<file path="config.mk">
export PLATFORM = sky130hd
export DESIGN_NAME = quad_to_triangle_vertex_assembler
export DESIGN_NICKNAME = d
export VERILOG_FILES = /design/src/design/qtva_pkg.sv /design/src/design/qtva_front.sv /design/src/design/qtva_queue.sv /design/src/design/qtva_back.sv /design/src/design/quad_to_triangle_vertex_assembler.sv
export SDC_FILE = /design/constraint.sdc
export NUM_CORES = 2
export LEC_CHECK = 0
export BUFFER_PORTS_ARGS = -buffer_cell sky130_fd_sc_hd__buf_2
export CORE_MARGIN = 3
export CORE_UTILIZATION = 50
export CTS_CLUSTER_DIAMETER = 40
export DETAILED_ROUTE_END_ITERATION = 16
export PLACE_DENSITY_LB_ADDON = 0.25
export SLEW_MARGIN = 20
export SYNTH_ARGS = -nofsm -noshare
export SYNTH_HDL_FRONTEND = slang
export SYNTH_SLANG_ARGS = --single-unit
export TNS_END_PERCENT = 100
</file>
<file path="constraint.sdc">
create_clock -name aclk -period 56.5 [get_ports aclk]
set_input_delay 11.3 -clock aclk [delete_from_list [all_inputs] [get_ports aclk]]
set_output_delay 11.3 -clock aclk [all_outputs]
set_load 0.1 [all_outputs]
</file>
<file path="src/design/qtva_pkg.sv">
`default_nettype none

package qtva_pkg;

    // Batch length limit and the saturation point of the record counter
    localparam int unsigned MAX_BATCH_VERTICES = 65536;
    localparam logic [15:0] COUNT_CAP =
        16'(((MAX_BATCH_VERTICES - 1) < 65535) ? (MAX_BATCH_VERTICES - 1) : 65535);

    // Item queue between front and back (power of two, pointers wrap naturally)
    localparam int unsigned QUEUE_DEPTH = 4;
    localparam int unsigned QPTR_W      = $clog2(QUEUE_DEPTH);

    // Port widths
    localparam int unsigned S_TDATA_W  = 224;
    localparam int unsigned M_TDATA_W  = 264;
    localparam int unsigned CFG_ADDR_W = 5;

    // Register map, word index = paddr[4:2]
    typedef enum logic [2:0] {
        REG_X_OFFSET    = 3'd0,
        REG_Y_OFFSET    = 3'd1,
        REG_Z_OFFSET    = 3'd2,
        REG_QUAD_MODE   = 3'd3,
        REG_SPLIT_QUADS = 3'd4,
        REG_ATTR_ENABLE = 3'd5
    } reg_index_t;

    // Attribute enable bits
    localparam int unsigned ATTR_TEX    = 0;
    localparam int unsigned ATTR_COLOR  = 1;
    localparam int unsigned ATTR_NORMAL = 2;
    localparam int unsigned ATTR_LIGHT  = 3;

    // Vertex positions within a quad that matter
    localparam logic [1:0] QUAD_FIRST  = 2'd0;
    localparam logic [1:0] QUAD_THIRD  = 2'd2;
    localparam logic [1:0] QUAD_FOURTH = 2'd3;

    // Rows of the kept-corner store
    localparam logic CORNER_FIRST_ROW = 1'b0;
    localparam logic CORNER_THIRD_ROW = 1'b1;

    // One vertex record as it leaves the block
    typedef struct packed {
        logic [31:0] x_bits;
        logic [31:0] y_bits;
        logic [31:0] z_bits;
        logic [31:0] u;
        logic [31:0] v;
        logic [31:0] color;
        logic [23:0] normal;
        logic [31:0] light;
    } rec_t;

    // One classified vertex waiting in the queue
    typedef struct packed {
        logic               first;
        logic               expand;
        logic               keep;
        logic               keep_row;
        logic signed [23:0] sum_x;
        logic signed [23:0] sum_y;
        logic signed [23:0] sum_z;
        logic [31:0]        u;
        logic [31:0]        v;
        logic [31:0]        color;
        logic [23:0]        normal;
        logic [31:0]        light;
    } entry_t;

    // Which record of the head item goes out next
    typedef enum logic [1:0] {
        ST_LEAD   = 2'd0,
        ST_SECOND = 2'd1,
        ST_OWN    = 2'd2
    } emit_state_t;

endpackage

`default_nettype wire

</file>
<file path="src/design/qtva_front.sv">
`default_nettype none

module qtva_front (
    input  wire logic                           aclk,
    input  wire logic                           aresetn,
    input  wire logic                           s_tvalid,
    output logic                                s_tready,
    // pos_x, pos_y, pos_z, tex_u, tex_v, color_word, light_word, normal_word
    input  wire logic [qtva_pkg::S_TDATA_W-1:0] s_tdata,
    // first_of_batch
    input  wire logic                           s_tuser,
    input  wire logic signed [23:0]             x_offset,
    input  wire logic signed [23:0]             y_offset,
    input  wire logic signed [23:0]             z_offset,
    input  wire logic                           quad_mode,
    input  wire logic                           split_quads,
    input  wire logic [3:0]                     attr_enable,
    input  wire logic                           q_full,
    output logic                                push,
    output qtva_pkg::entry_t                    push_entry
);

    logic [1:0] quad_pos_reg;
    logic [1:0] quad_pos_next;
    logic [1:0] pos_now;

    // Add with saturation to the signed 24-bit range
    function automatic logic signed [23:0] sat_add(logic signed [23:0] a,
                                                   logic signed [23:0] b);
        logic signed [24:0] s;
        s = {a[23], a} + {b[23], b};
        if (s[24] != s[23]) begin
            return s[24] ? 24'sh800000 : 24'sh7FFFFF;
        end
        return s[23:0];
    endfunction

    assign s_tready = !q_full;
    assign push     = s_tvalid && !q_full;

    // Restart the quad on the first vertex of a batch
    assign pos_now = s_tuser ? qtva_pkg::QUAD_FIRST : quad_pos_reg;

    // Classify and translate the incoming item
    always_comb begin
        push_entry          = '0;
        push_entry.first    = s_tuser;
        push_entry.expand   = quad_mode && split_quads && (pos_now == qtva_pkg::QUAD_FOURTH);
        push_entry.keep     = (pos_now == qtva_pkg::QUAD_FIRST) ||
                              (pos_now == qtva_pkg::QUAD_THIRD);
        push_entry.keep_row = (pos_now == qtva_pkg::QUAD_THIRD) ? qtva_pkg::CORNER_THIRD_ROW
                                                                : qtva_pkg::CORNER_FIRST_ROW;
        push_entry.sum_x    = sat_add(s_tdata[23:0], x_offset);
        push_entry.sum_y    = sat_add(s_tdata[47:24], y_offset);
        push_entry.sum_z    = sat_add(s_tdata[71:48], z_offset);
        push_entry.u        = attr_enable[qtva_pkg::ATTR_TEX]    ? s_tdata[103:72]  : 32'd0;
        push_entry.v        = attr_enable[qtva_pkg::ATTR_TEX]    ? s_tdata[135:104] : 32'd0;
        push_entry.color    = attr_enable[qtva_pkg::ATTR_COLOR]  ? s_tdata[167:136] : 32'd0;
        push_entry.light    = attr_enable[qtva_pkg::ATTR_LIGHT]  ? s_tdata[199:168] : 32'd0;
        push_entry.normal   = attr_enable[qtva_pkg::ATTR_NORMAL] ? s_tdata[223:200] : 24'd0;
    end

    // Advance the quad position on every accepted item
    assign quad_pos_next = push ? (pos_now + 2'd1) : quad_pos_reg;

    always_ff @(posedge aclk) begin
        if (!aresetn) begin
            quad_pos_reg <= qtva_pkg::QUAD_FIRST;
        end else begin
            quad_pos_reg <= quad_pos_next;
        end
    end

endmodule

`default_nettype wire

</file>
<file path="src/design/qtva_queue.sv">
`default_nettype none

module qtva_queue (
    input  wire logic              aclk,
    input  wire logic              aresetn,
    input  wire logic              push,
    input  qtva_pkg::entry_t       push_entry,
    input  wire logic              pop,
    output logic                   full,
    output logic                   empty,
    output qtva_pkg::entry_t       head
);

    qtva_pkg::entry_t q_mem [qtva_pkg::QUEUE_DEPTH];

    logic [qtva_pkg::QPTR_W-1:0] wr_ptr_reg;
    logic [qtva_pkg::QPTR_W-1:0] wr_ptr_next;
    logic [qtva_pkg::QPTR_W-1:0] rd_ptr_reg;
    logic [qtva_pkg::QPTR_W-1:0] rd_ptr_next;
    logic [qtva_pkg::QPTR_W:0]   count_reg;
    logic [qtva_pkg::QPTR_W:0]   count_next;

    assign full  = (count_reg == (qtva_pkg::QPTR_W + 1)'(qtva_pkg::QUEUE_DEPTH));
    assign empty = (count_reg == '0);
    assign head  = q_mem[rd_ptr_reg];

    // Move pointers and occupancy
    always_comb begin
        wr_ptr_next = push ? (wr_ptr_reg + 1'b1) : wr_ptr_reg;
        rd_ptr_next = pop  ? (rd_ptr_reg + 1'b1) : rd_ptr_reg;
        count_next  = count_reg;
        if (push && !pop) begin
            count_next = count_reg + 1'b1;
        end else if (pop && !push) begin
            count_next = count_reg - 1'b1;
        end
    end

    always_ff @(posedge aclk) begin
        if (!aresetn) begin
            wr_ptr_reg <= '0;
            rd_ptr_reg <= '0;
            count_reg  <= '0;
        end else begin
            wr_ptr_reg <= wr_ptr_next;
            rd_ptr_reg <= rd_ptr_next;
            count_reg  <= count_next;
        end
    end

    // Store the item
    always_ff @(posedge aclk) begin
        if (push) begin
            q_mem[wr_ptr_reg] <= push_entry;
        end
    end

endmodule

`default_nettype wire

</file>
<file path="src/design/qtva_back.sv">
`default_nettype none

module qtva_back (
    input  wire logic                           aclk,
    input  wire logic                           aresetn,
    input  wire logic                           head_valid,
    input  qtva_pkg::entry_t                    head,
    input  wire logic [3:0]                     attr_enable,
    output logic                                pop,
    output logic                                m_tvalid,
    input  wire logic                           m_tready,
    output logic [qtva_pkg::M_TDATA_W-1:0]      m_tdata,
    output logic                                m_tlast
);

    qtva_pkg::emit_state_t st_reg;
    qtva_pkg::emit_state_t st_next;
    logic [15:0]           count_reg;
    logic [15:0]           count_next;
    qtva_pkg::rec_t        corner_reg [2];
    logic                  m_tvalid_reg;
    logic [qtva_pkg::M_TDATA_W-1:0] m_tdata_reg;
    logic                  m_tlast_reg;

    logic                  load;
    logic                  is_replay;
    logic                  corner_row;
    qtva_pkg::rec_t        own_rec;
    qtva_pkg::rec_t        replay_rec;
    qtva_pkg::rec_t        rec_sel;
    logic [15:0]           rec_index;

    // Exact conversion of a signed 24-bit Q16.8 value to single-precision bits
    function automatic logic [31:0] to_float(logic signed [23:0] s);
        logic [23:0] mag;
        logic [4:0]  lz;
        logic [23:0] norm;
        logic [7:0]  expo;
        mag = s[23] ? (~s + 24'd1) : s;
        lz  = 5'd0;
        for (int i = 0; i < 24; i++) begin
            if (mag[i]) begin
                lz = 5'(23 - i);
            end
        end
        norm = mag << lz;
        expo = 8'd142 - {3'b000, lz};
        if (mag == 24'd0) begin
            return 32'd0;
        end
        return {s[23], expo, norm[22:0]};
    endfunction

    // Zero the attributes that are disabled now
    function automatic qtva_pkg::rec_t mask_attrs(qtva_pkg::rec_t r, logic [3:0] en);
        qtva_pkg::rec_t m;
        m = r;
        if (!en[qtva_pkg::ATTR_TEX]) begin
            m.u = 32'd0;
            m.v = 32'd0;
        end
        if (!en[qtva_pkg::ATTR_COLOR]) begin
            m.color = 32'd0;
        end
        if (!en[qtva_pkg::ATTR_NORMAL]) begin
            m.normal = 24'd0;
        end
        if (!en[qtva_pkg::ATTR_LIGHT]) begin
            m.light = 32'd0;
        end
        return m;
    endfunction

    // Load the output register when it is empty or being drained
    assign load = head_valid && (!m_tvalid_reg || m_tready);

    // Build the head item's own record
    always_comb begin
        own_rec        = '0;
        own_rec.x_bits = to_float(head.sum_x);
        own_rec.y_bits = to_float(head.sum_y);
        own_rec.z_bits = to_float(head.sum_z);
        own_rec.u      = head.u;
        own_rec.v      = head.v;
        own_rec.color  = head.color;
        own_rec.normal = head.normal;
        own_rec.light  = head.light;
    end

    // Next record to emit for the head item
    always_comb begin
        st_next = st_reg;
        unique case (st_reg)
            qtva_pkg::ST_LEAD: begin
                if (load && head.expand) begin
                    st_next = qtva_pkg::ST_SECOND;
                end
            end
            qtva_pkg::ST_SECOND: begin
                if (load) begin
                    st_next = qtva_pkg::ST_OWN;
                end
            end
            qtva_pkg::ST_OWN: begin
                if (load) begin
                    st_next = qtva_pkg::ST_LEAD;
                end
            end
            default: begin
                st_next = qtva_pkg::ST_LEAD;
            end
        endcase
    end

    // Select corner replay or own record
    always_comb begin
        is_replay  = 1'b0;
        corner_row = qtva_pkg::CORNER_FIRST_ROW;
        unique case (st_reg)
            qtva_pkg::ST_LEAD: begin
                is_replay = head.expand;
            end
            qtva_pkg::ST_SECOND: begin
                is_replay  = 1'b1;
                corner_row = qtva_pkg::CORNER_THIRD_ROW;
            end
            qtva_pkg::ST_OWN: begin
                is_replay = 1'b0;
            end
            default: begin
                is_replay = 1'b0;
            end
        endcase
    end

    assign pop        = load && !is_replay;
    assign replay_rec = mask_attrs(corner_reg[corner_row], attr_enable);
    assign rec_sel    = is_replay ? replay_rec : own_rec;

    // Restart numbering on the first item of a batch, saturate at the cap
    assign rec_index  = (head.first && (st_reg == qtva_pkg::ST_LEAD)) ? 16'd0 : count_reg;
    assign count_next = !load ? count_reg :
                        (rec_index < qtva_pkg::COUNT_CAP) ? (rec_index + 16'd1) : rec_index;

    always_ff @(posedge aclk) begin
        if (!aresetn) begin
            st_reg       <= qtva_pkg::ST_LEAD;
            count_reg    <= 16'd0;
            m_tvalid_reg <= 1'b0;
        end else begin
            st_reg    <= st_next;
            count_reg <= count_next;
            if (load) begin
                m_tvalid_reg <= 1'b1;
            end else if (m_tready) begin
                m_tvalid_reg <= 1'b0;
            end
        end
    end

    // Hold the record payload
    always_ff @(posedge aclk) begin
        if (load) begin
            m_tdata_reg <= {rec_index, rec_sel.light, rec_sel.normal, rec_sel.color,
                            rec_sel.v, rec_sel.u, rec_sel.z_bits, rec_sel.y_bits,
                            rec_sel.x_bits};
            m_tlast_reg <= !is_replay;
        end
    end

    // Keep the first and third corners of the quad
    always_ff @(posedge aclk) begin
        if (pop && head.keep) begin
            corner_reg[head.keep_row] <= own_rec;
        end
    end

    assign m_tvalid = m_tvalid_reg;
    assign m_tdata  = m_tdata_reg;
    assign m_tlast  = m_tlast_reg;

endmodule

`default_nettype wire

</file>
<file path="src/design/quad_to_triangle_vertex_assembler.sv">
`default_nettype none

// Channel   Direction  Width  Contents
// s_        in         224    one vertex; s_tuser = first_of_batch
// m_        out        264    one vertex record; m_tlast = last record of the vertex
// APB       in/out     32     six configuration registers at 4*i
//
// Each accepted vertex gives one record, or three for the fourth vertex of a
// split quad; the output register sends one record a cycle while m_tready is
// high and the queue holds an item, so a split quad gives six records in all.
// A vertex's first record reaches m_ through the queue write and then the
// output register; after two replays its own record follows.
// aresetn is synchronous; it clears control state and configuration, not the
// kept quad corners. A four-entry queue lets input and output stall on their own.

module quad_to_triangle_vertex_assembler (
    input  wire logic                            aclk,
    input  wire logic                            aresetn,
    input  wire logic                            s_tvalid,
    output logic                                 s_tready,
    // pos_x, pos_y, pos_z, tex_u, tex_v, color_word, light_word, normal_word
    input  wire logic [qtva_pkg::S_TDATA_W-1:0]  s_tdata,
    // first_of_batch
    input  wire logic                            s_tuser,
    output logic                                 m_tvalid,
    input  wire logic                            m_tready,
    // out_x_bits, out_y_bits, out_z_bits, out_u, out_v, out_color,
    // out_normal, out_light, vertex_index
    output logic [qtva_pkg::M_TDATA_W-1:0]       m_tdata,
    output logic                                 m_tlast,
    input  wire logic                            psel,
    input  wire logic                            penable,
    input  wire logic                            pwrite,
    input  wire logic [qtva_pkg::CFG_ADDR_W-1:0] paddr,
    input  wire logic [31:0]                     pwdata,
    output logic [31:0]                          prdata,
    output logic                                 pready
);

    logic signed [23:0] x_offset_reg;
    logic signed [23:0] y_offset_reg;
    logic signed [23:0] z_offset_reg;
    logic               quad_mode_reg;
    logic               split_quads_reg;
    logic [3:0]         attr_enable_reg;

    logic                 cfg_wr;
    qtva_pkg::reg_index_t cfg_idx;
    logic                 q_push;
    logic                 q_pop;
    logic                 q_full;
    logic                 q_empty;
    qtva_pkg::entry_t     q_in;
    qtva_pkg::entry_t     q_head;

    assign pready  = 1'b1;
    assign cfg_wr  = psel && penable && pwrite && pready;
    assign cfg_idx = qtva_pkg::reg_index_t'(paddr[4:2]);

    // Write configuration registers
    always_ff @(posedge aclk) begin
        if (!aresetn) begin
            x_offset_reg    <= 24'sd0;
            y_offset_reg    <= 24'sd0;
            z_offset_reg    <= 24'sd0;
            quad_mode_reg   <= 1'b1;
            split_quads_reg <= 1'b1;
            attr_enable_reg <= 4'd0;
        end else if (cfg_wr) begin
            unique case (cfg_idx)
                qtva_pkg::REG_X_OFFSET:    x_offset_reg    <= pwdata[23:0];
                qtva_pkg::REG_Y_OFFSET:    y_offset_reg    <= pwdata[23:0];
                qtva_pkg::REG_Z_OFFSET:    z_offset_reg    <= pwdata[23:0];
                qtva_pkg::REG_QUAD_MODE:   quad_mode_reg   <= pwdata[0];
                qtva_pkg::REG_SPLIT_QUADS: split_quads_reg <= pwdata[0];
                qtva_pkg::REG_ATTR_ENABLE: attr_enable_reg <= pwdata[3:0];
                default: begin
                end
            endcase
        end
    end

    // Read back configuration
    always_comb begin
        unique case (cfg_idx)
            qtva_pkg::REG_X_OFFSET:    prdata = {8'd0, x_offset_reg};
            qtva_pkg::REG_Y_OFFSET:    prdata = {8'd0, y_offset_reg};
            qtva_pkg::REG_Z_OFFSET:    prdata = {8'd0, z_offset_reg};
            qtva_pkg::REG_QUAD_MODE:   prdata = {31'd0, quad_mode_reg};
            qtva_pkg::REG_SPLIT_QUADS: prdata = {31'd0, split_quads_reg};
            qtva_pkg::REG_ATTR_ENABLE: prdata = {28'd0, attr_enable_reg};
            default:                   prdata = 32'd0;
        endcase
    end

    qtva_front u_front (
        .aclk        (aclk),
        .aresetn     (aresetn),
        .s_tvalid    (s_tvalid),
        .s_tready    (s_tready),
        .s_tdata     (s_tdata),
        .s_tuser     (s_tuser),
        .x_offset    (x_offset_reg),
        .y_offset    (y_offset_reg),
        .z_offset    (z_offset_reg),
        .quad_mode   (quad_mode_reg),
        .split_quads (split_quads_reg),
        .attr_enable (attr_enable_reg),
        .q_full      (q_full),
        .push        (q_push),
        .push_entry  (q_in)
    );

    qtva_queue u_queue (
        .aclk       (aclk),
        .aresetn    (aresetn),
        .push       (q_push),
        .push_entry (q_in),
        .pop        (q_pop),
        .full       (q_full),
        .empty      (q_empty),
        .head       (q_head)
    );

    qtva_back u_back (
        .aclk        (aclk),
        .aresetn     (aresetn),
        .head_valid  (!q_empty),
        .head        (q_head),
        .attr_enable (attr_enable_reg),
        .pop         (q_pop),
        .m_tvalid    (m_tvalid),
        .m_tready    (m_tready),
        .m_tdata     (m_tdata),
        .m_tlast     (m_tlast)
    );

`ifndef SYNTHESIS
    a_ready_only_when_full: assert property (@(posedge aclk) disable iff (!aresetn)
        !s_tready |-> q_full)
        else $error("input stalled while queue has room");

    a_pop_needs_item: assert property (@(posedge aclk) disable iff (!aresetn)
        q_pop |-> !q_empty)
        else $error("queue popped while empty");

    a_replay_followed: assert property (@(posedge aclk) disable iff (!aresetn)
        (m_tvalid && m_tready && !m_tlast) |=> m_tvalid)
        else $error("replayed corner not followed by next record");

    a_index_steps: assert property (@(posedge aclk) disable iff (!aresetn)
        (m_tvalid && m_tready && !m_tlast && (m_tdata[263:248] != qtva_pkg::COUNT_CAP))
        |=> (m_tdata[263:248] == ($past(m_tdata[263:248]) + 16'd1)))
        else $error("vertex index did not advance within one vertex");
`endif

endmodule

`default_nettype wire
</file>
== Word level (Yosys, flattened, before mapping) ==
Memory sizes are Yosys's and may differ from the RTL's. A register that Yosys moved wholly into a read port is not among the register bits.
Cells that the tools add are included.
Operators by class
  add/subtract/negate cells: 15
  order comparisons: 1
  equal/unequal tests: 16
  shifts and indexed selects: 3
  mux-type cells: 127
  bitwise operators: 3
  reduce and logical (&&, ||, !) cells: 36
Operator list (number)
  two-way mux 32 bit: 12
  two-way mux 5 bit: 72
  two-way mux 24 bit: 14
  two-way mux 248 bit: 1
  case mux 24 bit (6 select lines): 1
  adder 24 x 24 -> 25 bit: 3
  adder 24 x 1 -> 24 bit (second input constant): 3
  zero test 24 bit: 3
  inverter 24 bit: 3
  left shift 24 x 5 -> 23 bit: 3
  two-way mux 64 bit: 1
  two-way mux 16 bit: 2
  subtractor 8 x 5 -> 8 bit (first input constant): 3
  adder 16 x 1 -> 16 bit (second input constant): 1
  less-than comparator 16 bit (second input constant): 1
  two-way mux 1 bit: 14
  logical AND 1 bit: 12
  two-way mux 2 bit: 6
  AND reduction 2 bit: 6
  == test 3 bit (second input constant): 3
  adder 2 x 1 -> 2 bit (second input constant): 3
  == test 2 bit (second input constant): 3
  == test 3 x 2 -> 1 bit (second input constant): 2
  zero test 1 bit: 6
  14 further kinds: 23
Word-level totals
  register bits: 371
  bits in writable memories: 1408
  output and inout bits: 300
  logic and storage cells: 218
  memories kept: 2
Memory list
  u_queue.q_mem: depth 4, width 228, read ports 1, clocked after memory_dff 1, wr ports 1, RTL line qtva_queue.sv:14  | qtva_pkg::entry_t q_mem [qtva_pkg::QUEUE_DEPTH];
  u_back.corner_reg: depth 2, width 248, read ports 1, clocked after memory_dff 0, wr ports 1, RTL line qtva_back.sv:20  | qtva_pkg::rec_t corner_reg [2];

== Depth between registers and ports, before layout ==
  depth after elaboration: 30
  gate-level depth with buffers: 24

== Hierarchy ==
A second synthesis with hierarchy kept.
Second synthesis, totals
  cell total of the unflattened synthesis: 5665
  area total of the unflattened synthesis: 81042.7 µm²
By module, submodules not included
  qtva_back: times used 1, cells each 3059, area an instance 37203.2 µm², seq. area each 23232.3 µm²
  qtva_queue: times used 1, cells each 1234, area an instance 33596.0 µm², seq. area each 27566.4 µm²
  qtva_front: times used 1, cells each 977, area an instance 6536.3 µm², seq. area each 40.0 µm²
  quad_to_triangle_vertex_assembler: times used 1, cells each 395, area an instance 3707.3 µm², seq. area each 1561.5 µm²

== Worst setup path before layout ==
No wires, ideal clock.
  path kind: in2reg
  start: in m_tready
  end: mem u_back.corner_reg[0][0] in the netlist's numbering (enable)
  setup time: 2171 ps
  arrival time: 55344 ps
  required time: 54329 ps
  setup slack: -1015 ps
  stages: 5
  buffers on the path: 0
  cells stage by stage: inv_1 -> a21o_1 -> inv_1 -> nand2_1 -> a2111oi_0
On the way
  word-level cells in the longest chain between the ends: 6
RTL lines
  start: declaration: RTL line quad_to_triangle_vertex_assembler.sv:26  | input wire logic m_tready,
  logical OR 1 bit: RTL line qtva_back.sv:75  | assign load = head_valid && (!m_tvalid_reg || m_tready);
  logical AND 1 bit: RTL line qtva_back.sv:75
  via u_back.load: RTL line qtva_back.sv:25  | logic load;
  logical AND 1 bit: RTL line qtva_back.sv:136  | assign pop = load && !is_replay;
  logical AND 1 bit: RTL line qtva_back.sv:173  | if (pop && head.keep) begin
  two-way mux 1 bit: RTL line qtva_back.sv:173
  two-way mux 1 bit (implied by the code): RTL line qtva_back.sv:174  | corner_reg[head.keep_row] <= own_rec;
  end: declaration: RTL line qtva_back.sv:20
The timed path passes the listed nets, and every way through them passes these cells.

== Final worst setup path ==
  start: in paddr[3] in the netlist's numbering
  end: out prdata[3]
On the way
  word-level cells in the longest chain between the ends: 2
  elaborated cells on any way between the ends: 7
  classes of those cells: eq/ne (5); mux (1); reduce/logical (1)
RTL lines
  start: declaration: RTL line quad_to_triangle_vertex_assembler.sv:34  | input wire logic [qtva_pkg::CFG_ADDR_W-1:0] paddr,
  == test 3 bit (tied with other cells): RTL line quad_to_triangle_vertex_assembler.sv:85  | unique case (cfg_idx)
  case mux 24 bit (6 select lines) *: RTL line quad_to_triangle_vertex_assembler.sv:85
  end: declaration: RTL line quad_to_triangle_vertex_assembler.sv:36  | output logic [31:0] prdata,
Mark *: on every way between the ends. The rest lies on a longest branch, timed or not.

==> impl_results.md <==
* Run status: finished, final reports clean
* Clk_lat worst skew at 0.87 ns
* Clock root cell: clkbuf_16
* Routed Antenna Nets at 0
* Worst Max-Slew Pin Slew at 1.129 ns
* All-layer global routing usage at 0.2494
* Final min period at 24.69 ns
* Final GP Congestion at 0.9062
* Sum Neg Setup Slack at 0 ns
* Number of flip-flops in the largest register at 912
* First-pass GRT wire length at 309.1 mm
* Post-synth EDFFs at 1,673
* Layout cells sized above 1 at 0.2051
* Worst Setup Start Kind: primary input
* Cell family with most CP delay: buffers and inverters
* F_max at 40.50 MHz
* Crit path required time at 45.20 ns
* Crit share post-route at 0.4371
* CTS buffer count at 223
* DRT Pass-1 Iters at 6
* # setup viols final at 0
* Synth Register Bits at 1,781
* Resize count post-CTS at 0
* Crit-path cells: buf_2 > buf_4 > nor2b_1 > a21oi_1 > o21ai_0 > buf_2
* Top cell type's share of synthesized area at 0.6308
* Number of buffer and inverter stages on the critical path at 3
* DR vias/cell at 5.835
* Yosys top cell by area: edfxtp_1
* Commonest non-fill, non-tap cell in the layout: edfxtp_1
* Max Buffers Root-to-Sink at 3
* Unrepaired setup endpoints after global routing: no
* Vias in the first global route at 49,760
* Max Cap Viol at 0
* Iteration-0 DRC Markers at 4,605
* Crit Path Category: in -> out
* Critical path fanouts, max at 32
* Post-synthesis simple-gate area fraction at 0.1210
* Inst Count DP at 8,228
* Avg Inst Size Synth at 13.54 µm²
* Stages on worst setup path at 6
* Seq/Total Area, Yosys at 0.6580
* Commonest non-fill, non-tap cells in the layout: 1,673 x edfxtp_1, 1,102 x nand2_1, 549 x buf_2, 292 x nor2_1, 233 x mux4_2
* Most frequent CP cell: buf_2
* VDD IR max at 0.06523 mV
* Cells after synthesis at 5,881
* Post-DP HPWL at 131.0 mm
* Arr. time, crit path at 13.39 ns
* Yosys cell types at 115
* Crit-path max cell delay at 0.54 ns
* Die width at 405.1 µm
* I/O Pins at 569
* Final nets at 6,754
* # DRC at 0
* Crit. End Element: primary output
* Average wire per standard cell at 23.94 µm
* Synth Warn # at 0
* Top cells by area, synth: edfxtp_1 63%, mux4_2 6.6%, nand2_1 5.2%
* Largest net degree at the start of global routing at 145
* Final Max Tran Viols at 0
* Initial Utilization at 0.5063
* Die Area at 164,100 µm²
* Port Buf Inserts at 549
* Fin. Hold Viols at 0
* Post-cts hold buffer count at 0
* CP max-delay cell: buf_2
* Clock transition at the registers of the reported paths at 0.05 ns
* Slew HR at 0.2475
* Static Leak at 33.00 nW
* Final WL at 207.8 mm
* Core area at 157,300 µm²
* Via count at 50,640
* CTS Sinks at 1,781
* Filler instances at 12,230
* PD cells at 66.87 nW/µm²
* Ys async rst share at 0
* Gr ovfl total at 0
* Multiplexer share of the synthesized area at 0.08936
* Synth Area in XOR/XNOR at 0.01648
* Ys flop type: edfxtp_1
* Post-synthesis compound-gate area fraction at 0.07672
* Mapped cell area at 79,640 µm²
* Largest family of logic cells by synthesized area: simple AND/OR/NAND/NOR gates
* Die Span Y at 405.1 µm
* Post-Synth Adder-Cell Area at 0.01452
* Post-CTS Setup Bufs at 0
* R2R depth at 17
* Final cell count without fillers at 8,679
* Hold/Removal Path Class: reg -> reg
* Setup Skew at 0.06911 ns
* Antenna violations before repair at 53
* Row count at 145
* Layout area overhead at 15.21%
* CTS tree: built
* Hold path depth at 2
* H-tree Lvls at 4
-- per-layer routing --
metal,up-vias,GRT usage,part of all wire
met5,-,0,0.00060
met4,20,0.09750,0.037
met3,345,0.04562,0.064
met2,1806,0.3928,0.47
met1,25310,0.3467,0.43
li1,23160,-,-
-- worst register-to-register path, cell delays in order, from the launching register on --
cell       delay, ns
dfxtp_4         0.81
buf_4           0.80
buf_4           0.73
mux4_2          0.74
inv_1           0.14
ha_1            0.41
and3_1          0.65
a31oi_1         0.22
xnor2_1         0.41
nand3b_1        0.28
a31o_2          0.30
a21oi_1         0.14
buf_4           0.30
clkinv_1        0.51
nor3_1          0.77
o211ai_1        0.27
o2111a_1        0.27
o2bb2ai_1       0.19
-- stage by stage --
| stage | instance area (µm²) | worst slack (ns) | hold WS, ns | util | power (mW) |
|---|---|---|---|---|---|
| 2_1_floorplan | 79690 | -1.015 | 0.4571 | - | 4.264 |
| 3_3_place_gp | 84220 | 31.90 | 0.4653 | 0.5354 | 4.731 |
| 3_5_place_dp | 84220 | 31.87 | 0.4797 | 0.5354 | 4.763 |
| 4_1_cts | 91670 | 31.86 | 0.4899 | 0.5828 | 6.162 |
| 5_1_grt | 91720 | 31.78 | 0.5094 | 0.5831 | 6.415 |
| 6_report | 91750 | 31.81 | 0.4892 | 0.5833 | 6.135 |
-- where the power goes --
| part | switching (mW) | internal [mW] |
|---|---|---|
| combinational | 2.06 | 0.677 |
| clock | 0.584 | 0.803 |
| sequential | 0.0836 | 1.93 |
| total | 2.73 | 3.41 |
-- area by class of cell --
class,count,area [µm²],area share
clock buffer,249,5678,0.06189
antenna,33,82.58,0.0009001
timing repair buffer,616,3338,0.03638
clock inverter,169,1768,0.01927
tap,2058,2575,0.02807
sequential,1781,52420,0.5713
inverter,105,409.1,0.004459
multi-input combinational,3668,25480,0.2777
-- cell usage after synthesis (all sizes together) (24+ instances only) --
cell,n
nand2,1103
clkbuf,233
nand4,24
o21ai,113
or2,29
a31oi,63
o22ai,28
mux2i,138
buf,107
mux2,42
a21oi,204
nand3,215
inv,104
a21o,33
a211oi,24
nor2b,37
nor2,297
a21boi,89
dfxtp,108
o21a,71
nor3,76
edfxtp,1673
nand2b,25
ha,86
xnor2,92
mux4,233
and2,205
xor2,57
and3,33
-- kinds of logic after synthesis --
kind of cell / Yosys count
XOR/XNOR: 149
multiplexers: 413
other: 2
buffers and inverters: 445
AND/OR/NAND/NOR: 2128
flip-flops: 1781
AO/OA/AOI/OAI: 873
adder cells (fa/ha/maj): 90
-- final timing paths --
check | startpoint | endpoint | slack [ns]
worst max-delay path | paddr[3] | prdata[3] | 31.81
worst min-delay path | x_offset_reg[18] | x_offset_reg[18] | 0.49
worst max register to register | flip-flop | u_back.m_tdata[16] | 48.21
worst min register to register | x_offset_reg[18] | x_offset_reg[18] | 0.49
(Power assumes the default switching activity.)
